`config.mk`:
```
export PLATFORM = sky130hd
export DESIGN_NAME = fixed_frame_resync_parser
export DESIGN_NICKNAME = d
export VERILOG_FILES = /design/src/rtl/core/ffrp_pkg.sv /design/src/rtl/core/ffrp_check.sv /design/src/rtl/core/ffrp_window.sv /design/src/rtl/core/ffrp_out_reg.sv /design/src/rtl/core/fixed_frame_resync_parser.sv
export SDC_FILE = /design/constraint.sdc
export NUM_CORES = 1
export LEC_CHECK = 0
export BUFFER_PORTS_ARGS = -buffer_cell sky130_fd_sc_hd__buf_2
export CAP_MARGIN = 20
export CELL_PAD_IN_SITES_DETAIL_PLACEMENT = 1
export CELL_PAD_IN_SITES_GLOBAL_PLACEMENT = 2
export CORE_UTILIZATION = 45
export DETAILED_ROUTE_END_ITERATION = 8
export HOLD_SLACK_MARGIN = 0.08
export PLACE_DENSITY = 0.84
export SETUP_SLACK_MARGIN = 0.05
export SLEW_MARGIN = 20
export SYNTH_ARGS = -nofsm -noshare
export SYNTH_HDL_FRONTEND = slang
export SYNTH_SLANG_ARGS = --single-unit
```
`constraint.sdc`:
```
create_clock -name clk -period 9.7 [get_ports clk]
set_clock_uncertainty 0.2 [all_clocks]
set_input_delay 0.97 -clock clk [delete_from_list [all_inputs] [get_ports clk]]
set_output_delay 0.97 -clock clk [all_outputs]
set_load 0.005 [all_outputs]
```
`src/rtl/core/ffrp_pkg.sv`:
```
`default_nettype none

package ffrp_pkg;

    localparam int unsigned WIN_LEN   = 16;
    localparam int unsigned STORE_LEN = WIN_LEN - 1;
    localparam int unsigned FILL_W    = 4;

    localparam logic [7:0]  HEAD_BYTE = 8'hAA;
    localparam logic [7:0]  CMD_BYTE  = 8'h11;
    localparam logic [7:0]  TAIL_BYTE = 8'h55;
    localparam logic [5:0]  LEN_MAX   = 6'd8;

    localparam logic        KIND_BYTE  = 1'b0;
    localparam logic        KIND_FLUSH = 1'b1;

    localparam logic [FILL_W-1:0] FILL_FULL = FILL_W'(STORE_LEN);

    // stored part of the window, oldest byte at entry 0
    typedef logic [STORE_LEN-1:0][7:0] win_t;

    typedef struct packed {
        logic        ok;
        logic [10:0] can_id;
        logic [3:0]  data_len;
        logic [63:0] payload;
    } frame_t;

endpackage

`default_nettype wire

```
`src/rtl/core/ffrp_check.sv`:
```
`default_nettype none

module ffrp_check (
    input  var ffrp_pkg::win_t   win,
    input  wire logic [7:0]      last_byte,
    output var ffrp_pkg::frame_t frame
);

    logic len_ok;
    logic flags_ok;
    logic id_ok;

    // id bytes 3..6 little-endian, must fit in 11 bits
    assign id_ok    = (win[6] == 8'h00) && (win[5] == 8'h00) && (win[4][7:3] == 5'b00000);
    assign len_ok   = (win[2][5:0] <= ffrp_pkg::LEN_MAX);
    assign flags_ok = (win[2][7:6] == 2'b00);

    always_comb
    begin
        frame.ok       = (win[0] == ffrp_pkg::HEAD_BYTE) && (win[1] == ffrp_pkg::CMD_BYTE)
                         && (last_byte == ffrp_pkg::TAIL_BYTE) && len_ok && flags_ok && id_ok;
        frame.can_id   = {win[4][2:0], win[3]};
        frame.data_len = win[2][3:0];
        frame.payload  = {win[14], win[13], win[12], win[11],
                          win[10], win[9], win[8], win[7]};
    end

endmodule

`default_nettype wire

```
`src/rtl/core/ffrp_window.sv`:
```
`default_nettype none

module ffrp_window (
    input  wire logic          clk,
    input  wire logic          rst_n,
    input  wire logic          accept,
    input  wire logic          kind,
    input  wire logic [7:0]    data_byte,
    input  wire logic          frame_ok,
    output var ffrp_pkg::win_t win,
    output var logic           full
);

    ffrp_pkg::win_t                  win_reg;
    logic [ffrp_pkg::FILL_W-1:0]     fill_reg;
    logic [ffrp_pkg::FILL_W-1:0]     fill_next;

    assign win  = win_reg;
    assign full = (fill_reg == ffrp_pkg::FILL_FULL);

    always_comb
    begin
        fill_next = fill_reg;
        if (accept)
        begin
            priority if (kind == ffrp_pkg::KIND_FLUSH)
                fill_next = '0;
            else if (!full)
                fill_next = fill_reg + 1'b1;
            else if (frame_ok)
                fill_next = '0;
            else
                fill_next = fill_reg;
        end
    end

    always_ff @(posedge clk or negedge rst_n)
    begin
        if (!rst_n)
            fill_reg <= '0;
        else
            fill_reg <= fill_next;
    end

    // payload storage, no reset
    always_ff @(posedge clk)
    begin
        if (accept && (kind == ffrp_pkg::KIND_BYTE))
        begin
            if (!full)
                win_reg[fill_reg] <= data_byte;
            else if (!frame_ok)
            begin
                // resync: drop the oldest byte
                for (int i = 0; i < ffrp_pkg::STORE_LEN - 1; i++)
                    win_reg[i] <= win_reg[i+1];
                win_reg[ffrp_pkg::STORE_LEN-1] <= data_byte;
            end
        end
    end

endmodule

`default_nettype wire

```
`src/rtl/core/ffrp_out_reg.sv`:
```
`default_nettype none

module ffrp_out_reg (
    input  wire logic             clk,
    input  wire logic             rst_n,
    input  wire logic             load,
    input  var ffrp_pkg::frame_t  frame,
    input  wire logic             out_ready,
    output var logic              out_valid,
    output var logic [10:0]       can_id,
    output var logic [3:0]        data_len,
    output var logic [63:0]       payload
);

    logic        valid_reg;
    logic        valid_next;
    logic [10:0] id_reg;
    logic [3:0]  len_reg;
    logic [63:0] pay_reg;

    assign out_valid = valid_reg;
    assign can_id    = id_reg;
    assign data_len  = len_reg;
    assign payload   = pay_reg;

    always_comb
    begin
        valid_next = valid_reg;
        if (load)
            valid_next = 1'b1;
        else if (out_ready)
            valid_next = 1'b0;
    end

    always_ff @(posedge clk or negedge rst_n)
    begin
        if (!rst_n)
            valid_reg <= 1'b0;
        else
            valid_reg <= valid_next;
    end

    always_ff @(posedge clk)
    begin
        if (load)
        begin
            id_reg  <= frame.can_id;
            len_reg <= frame.data_len;
            pay_reg <= frame.payload;
        end
    end

endmodule

`default_nettype wire

```
`src/rtl/core/fixed_frame_resync_parser.sv`:
```
// fixed-length frame parser with resync on a 16-byte sliding window
//
// input channel: in_valid/in_ready, one beat carries kind and data_byte;
//   kind 0 pushes data_byte into the window, kind 1 flushes the window
// output channel: out_valid/out_ready, one beat per good frame with
//   can_id, data_len and the eight payload bytes (byte 7 in bits 7:0)
// throughput: one input beat per cycle while in_ready is high; the frame check
//   is a parallel compare over the 15 stored bytes plus the incoming byte, so
//   the window is updated in the cycle that accepts the byte
// latency: the result beat is valid the cycle after the 16th byte of a
//   good frame is accepted
// stall: one output register; while it holds an untaken beat and
//   out_ready is low, in_ready is low and the window holds still
// reset: rst_n clears the fill count and the output valid; window bytes
//   are not reset, only written entries are ever looked at
`default_nettype none

module fixed_frame_resync_parser (
    input  wire logic        clk,
    input  wire logic        rst_n,
    input  wire logic        in_valid,
    output var logic         in_ready,
    input  wire logic        kind,
    input  wire logic [7:0]  data_byte,
    output var logic         out_valid,
    input  wire logic        out_ready,
    output var logic [10:0]  can_id,
    output var logic [3:0]   data_len,
    output var logic [63:0]  payload
);

    ffrp_pkg::win_t   win;
    ffrp_pkg::frame_t frame;
    logic             full;
    logic             accept;
    logic             emit;

    // take a new beat whenever the output register is free or draining
    assign in_ready = !out_valid || out_ready;
    assign accept   = in_valid && in_ready;

    // a frame is checked only when the incoming byte completes the window
    assign emit = accept && (kind == ffrp_pkg::KIND_BYTE) && full && frame.ok;

    ffrp_window u_window (
        .clk       (clk),
        .rst_n     (rst_n),
        .accept    (accept),
        .kind      (kind),
        .data_byte (data_byte),
        .frame_ok  (frame.ok),
        .win       (win),
        .full      (full)
    );

    // incoming byte serves as window byte 15 (trailer)
    ffrp_check u_check (
        .win       (win),
        .last_byte (data_byte),
        .frame     (frame)
    );

    ffrp_out_reg u_out (
        .clk       (clk),
        .rst_n     (rst_n),
        .load      (emit),
        .frame     (frame),
        .out_ready (out_ready),
        .out_valid (out_valid),
        .can_id    (can_id),
        .data_len  (data_len),
        .payload   (payload)
    );

endmodule

`default_nettype wire

```
Word-level counts from Yosys, hierarchy flattened:

Cells that the tools add are included.

* bits in registers: 204
* input port bits: 13
* output and inout port bits: 81
* logic and storage cells: 62

* add/sub/neg operators: 1
* order comparisons: 3
* eq/ne operators: 6
* multiplexer cells: 10
* bitwise logic cells: 1
* reductions and logical operators: 21

Operators by type and width (count)
* 120-bit 2-to-1 mux: 2
* 120-bit bitwise mux: 1
* 8-bit demux with 4-bit select: 1
* 8-bit zero test: 2
* 1-bit logical AND: 12
* 4-bit 2-to-1 mux: 3
* 8-bit by 5-bit == test with 1-bit output, second input constant: 1
* 8-bit by 7-bit == test with 1-bit output, second input constant: 1
* 8-bit == test, second input constant: 1
* 8-bit 2-to-1 mux: 1
* 6-bit by 4-bit less-or-equal comparator with 1-bit output, second input constant: 1
* 5-bit zero test: 1
* 4-bit by 5-bit less-than comparator with 1-bit output, second input constant: 1
* 4-bit by 1-bit adder with 4-bit output, second input constant: 1
* 4-bit == test, second input constant: 1
* 4-bit by 1-bit greater-or-equal comparator with 1-bit output, second input constant: 1
* 2-bit AND reduction: 2
* 3-bit by 2-bit != test with 1-bit output, second input constant: 1
* 2-bit zero test: 1
* 1-bit 2-to-1 mux: 2
* 2-bit != test, second input constant: 1
* 2-bit nonzero test: 1
* 1-bit zero test: 1
* 1-bit logical OR: 1
* 1-bit NOT: 1

Depth between registers and ports, before layout:

* word-level depth: 9
* depth in mapped cells: 8
* depth with buffers taken out: 6

By module:

A second synthesis with hierarchy kept.

* cells, all modules: 554
* area total of the unflattened synthesis: 8645.8 µm²

Modules (own cells, without submodules)
* ffrp_window: times used 1, cells an instance 371, area each 5455.2 µm², sequential area each 3703.6 µm²
* ffrp_out_reg: times used 1, cells an instance 82, area each 2408.6 µm², sequential area each 2397.3 µm²
* ffrp_check: times used 1, cells an instance 97, area each 754.5 µm², sequential area each 0.0 µm²
* fixed_frame_resync_parser: times used 1, cells an instance 4, area each 27.5 µm², sequential area each 0.0 µm²

Least setup slack after synthesis:

No wires, ideal clock.

* path type: in2reg
* from: input data_byte[1]
* to: register u_out.id_reg[0], in the netlist u_out.can_id[0], enable pin
* setup time: 0.517 ns
* arrival time: 5.156 ns
* data required time: 8.983 ns
* setup slack: 3.827 ns
* cell stages on the path: 6
* buffers on the path: 1
* path through: buf_6 > nor4b_2 > nand4_1 > nor4_1 > nand2_1 > nor2_1

* word-level cells in the longest chain between the ends: 6

RTL lines
* start, declared: RTL line fixed_frame_resync_parser.sv:24 `input wire logic [7:0] data_byte,`
* 8-bit by 7-bit == test with 1-bit output: RTL line ffrp_check.sv:21 `&& (last_byte == ffrp_pkg::TAIL_BYTE) && len_ok && flags_ok && id_ok;`
* 1-bit logical AND (4 in a row): RTL line ffrp_check.sv:21
* 1-bit logical AND: RTL line fixed_frame_resync_parser.sv:43 `assign emit = accept && (kind == ffrp_pkg::KIND_BYTE) && full && frame.ok;`
* named net emit: RTL line fixed_frame_resync_parser.sv:36 `logic emit;`
* end signal, assigned: RTL line ffrp_out_reg.sv:47 `id_reg <= frame.can_id;`
* end, declared: RTL line ffrp_out_reg.sv:17 `logic [10:0] id_reg;`

The timed path passes the listed nets, and every way through them passes these cells.
A chain may end at the register's enable or synchronous reset.

Worst setup path after layout:

* from: register u_window.fill_reg[0] (netlist name)
* to: register u_out.pay_reg[19], in the netlist u_out.payload[19], enable pin

* word-level cells in the longest chain between the ends: 3

RTL lines
* start, declared: RTL line ffrp_window.sv:15 `logic [ffrp_pkg::FILL_W-1:0] fill_reg;`
* start signal, assigned: RTL line ffrp_window.sv:42 `fill_reg <= fill_next;`
* 4-bit == test: RTL line ffrp_window.sv:19 `assign full = (fill_reg == ffrp_pkg::FILL_FULL);`
* 1-bit logical AND (2 in a row): RTL line fixed_frame_resync_parser.sv:43
* named net emit: RTL line fixed_frame_resync_parser.sv:36
* end signal, assigned: RTL line ffrp_out_reg.sv:49 `pay_reg <= frame.payload;`
* end, declared: RTL line ffrp_out_reg.sv:19 `logic [63:0] pay_reg;`

The timed path passes the listed nets, and every way through them passes these cells.

==> summary.txt <==
Outcome
  • Status: complete, no violations

Logic synthesis
  • Seq cells post-synth: 204
  • Compound-cell area share of the yosys netlist: 11.7%
  • Synth Warn #: 0
  • Largest family of logic cells by synthesized area: compound AO/OA/AOI/OAI gates
  • Post-Synth Adder-Cell Area: 0.626%
  • Number of synthesized flops with an enable pin: around 200
  • Mapped Nets: 511
  • Synth Area in Simple Gates: 7.26%
  • Synth top cells by count: 199 x edfxtp_1, 88 x a22o_1, 37 x nor2_1
  • Post-synth top area share: around three quarters
  • Synth cell types: 35
  • Count leader, synth: edfxtp_1
  • Multiplexer share of the synthesized area: 2.00%
  • Asr flop ratio synth: between 2 and 2.5%
  • Yosys top cell by area: edfxtp_1
  • Most used DFF post-synth: edfxtp_1
  • XOR/XNOR share of the synthesized area: 0%
  • Sequential share of the synthesized area: 76.3%
  • Post-synthesis cell area: 8000 um^2
  • Post-Syn Area per Cell: approximately 16 um^2
  • Mapped Cells: 494
  • Largest cells by area after synthesis: edfxtp_1 75%, a22o_1 9.6%, mux2i_1 2.0%, nor2_1 1.7%, dfrtp_1 1.6%

Layout
  • Area grow syn2layout: 15.7%
  • Share of layout cells above drive strength 1: a little under a quarter
  • Max reg flops: 120
  • Antenna diodes: 0
  • Post-layout nets: 593
  • # fillers: 1,633

STA
  • Max frequency: 0.282 GHz
  • Min Tclk post-route: 3.55 ns
  • Final worst-path cycle share: between 30% and 40%
  • Least-Margin Pin Slew: ~1.1 ns
  • Hold slack: around 0.26 ns
  • RSZ-0062 raised after global routing: no
  • Relative slew slack: 25.3%
  • Fin. Hold Viols: 0
  • Pins Over Slew Limit: 0
  • Final setup vio count: 0
  • Final setup TNS: 0 ns

Setup path
  • CP required: between 9 and 10 ns
  • Worst setup EP type: flop
  • Setup crit start kind: flop
  • CP Max Fanout: 110
  • Worst Path Arrival: 3.49 ns
  • WS Path Type: reg2reg

GRT
  • Global-route wire length before repair: 29,900 um
  • Antenna violations before repair: 0
  • All-Layer GR Usage: 21.9%
  • Grt ovf: 0
  • Vias in the first global route: 5,060
  • Largest net degree at the start of global routing: 111

Pwr
  • VDD IR-drop max: 0.134 mV
  • Switch Pwr: 0.373 mW
  • Leak: 3.22 nW
  • Switching power share of the total: 21.3%
  • Comb pwr share: 3.3%
  • Pint: about 1.4 mW
  • Seq pwr share: 55.3%
  • Clock Power Share: 41.3%
  • Power per cell area: 190 nW/um^2

Placement
  • Dpl hpwl: 12,300 um
  • Final GP Congestion: 0.797
  • IO buf count: 93

Floorplanning
  • Starting Density: 46.2%
  • # IOs: 94
  • DIE HEIGHT: 135 um
  • Total die area: 18,300 um^2
  • Cell Rows: 48
  • Core ar.: 17,300 um^2
  • Chip width: 135 um

Drt
  • Post-route ant nets: 0
  • Residual DRC: 0
  • Vias per std cell: 5.80
  • Via count: 4,727
  • Drt pass-1 iters: 4
  • Detailed Route WL: about 19,000 um
  • Mean routed wirelength per cell: 23.7 um
  • Initial drt markers: 355

CTS
  • Post-CTS setup buffer count: 0
  • # resized after CTS: 0
  • TritonCTS Buffers: 21
  • Clk slew on worst S/H paths: 0.06 ns
  • # hold bufs at CTS: 1
  • Clock Latency Late Sink: ~0.50 ns
  • CTS Sinks: 204
  • H-tree depth: 1
  • Clk root buf: clkbuf_16
  • Clock Tree Buf Depth: 3
  • CTS tree: done

Run
  • Max-cap violations: 0

Hold path
  • Type of the most critical hold path: reg2reg
-- final cells by class --
cell class | instances | area [um^2] | area share, %
repair buffers | 98 | 519 | 5.61
clock inverters | 13 | 65.1 | 0.703
flip-flops and latches | 204 | 6100 | 65.9
inverters | 2 | 7.51 | 0.0811
well taps | 225 | 282 | 3.04
clock buffers | 24 | 537 | 5.80
multi-input cells | 249 | 1740 | 18.8
-- final timing paths --
path                                           start                   end  slack, ns  cells past startpoint
worst max-delay path            u_window.fill_reg[0]     u_out.payload[19]       6.15                      6
worst min-delay path               u_window.win[114]     u_out.payload[58]       0.26                      0
worst max register to register  u_window.fill_reg[0]     u_out.payload[19]       6.15                      6
worst min register to register     u_window.win[114]     u_out.payload[58]       0.26                      0
max in group asynchronous                      rst_n       u_out.out_valid       8.54                      2
min in group asynchronous                      rst_n  u_window.fill_reg[1]       0.62                      2
-- cells by family (layout without fill, tap and decap cells) --
logic type,count (synthesis),after routing
muxes,16,16
adders and majority gates,4,4
DFF,204,204
buffers and inverters,41,137
and+or+nand+nor,112,112
AOI/OAI and AO/OA,117,117
-- worst max-delay path, cell delays in order (launching register included) --
cell     delay (ns)
dfrtp_1        0.45
ha_1           0.42
and3_2         0.25
buf_6          0.62
nand2_1        0.24
nor2_4         0.35
buf_4          0.52
-- power by group through the flow --
stage	registers, mW	clock network, mW	logic [mW]
2_1_floorplan	0.986	0	0.0387
3_3_place_gp	0.989	0	0.0550
3_5_place_dp	0.989	0	0.0571
4_1_cts	0.971	0.742	0.0584
5_1_grt	0.971	0.768	0.0635
6_report	0.971	0.725	0.0584
-- metal layers --
layer / wire [um] / GRT usage [%] / part of all wire (%) / up-vias
li1: - / - / - / 2103
met3: 925 / 3.40 / 4.8 / 30
met2: 9780 / 37.5 / 51 / 144
met4: 346 / 5.24 / 1.8 / 0
met1: 8290 / 29.1 / 43 / 2450
met5: 0 / 0 / 0 / -
-- cells in the final DEF, fill, tap and decap left out, types with 4 or more instances in the layout --
cell type,instances
edfxtp_1,199
a22o_1,88
nor4_1,9
clkbuf_16,21
buf_2,94
clkinv_1,6
nor2_1,36
and2_1,17
a21oi_1,21
mux2i_1,16
ha_1,4
nand2_1,23
dfrtp_1,5
clkinv_2,5
-- metrics by stage --
| step | instances | util (%) | power, mW | setup slack [ns] | cell area [um^2] |
|---|---|---|---|---|---|
| 2_1_floorplan | 494 | - | 1.02 | 3.83 | 8000 |
| 3_3_place_gp | 775 | 49.7 | 1.04 | 5.40 | 8600 |
| 3_5_place_dp | 776 | 49.8 | 1.05 | 5.23 | 8610 |
| 4_1_cts | 814 | 53.3 | 1.77 | 5.35 | 9230 |
| 5_1_grt | 815 | 53.5 | 1.80 | 5.97 | 9260 |
| 6_report | 815 | 53.5 | 1.75 | 6.15 | 9260 |
No activity file was read; power rests on OpenSTA's default activity.
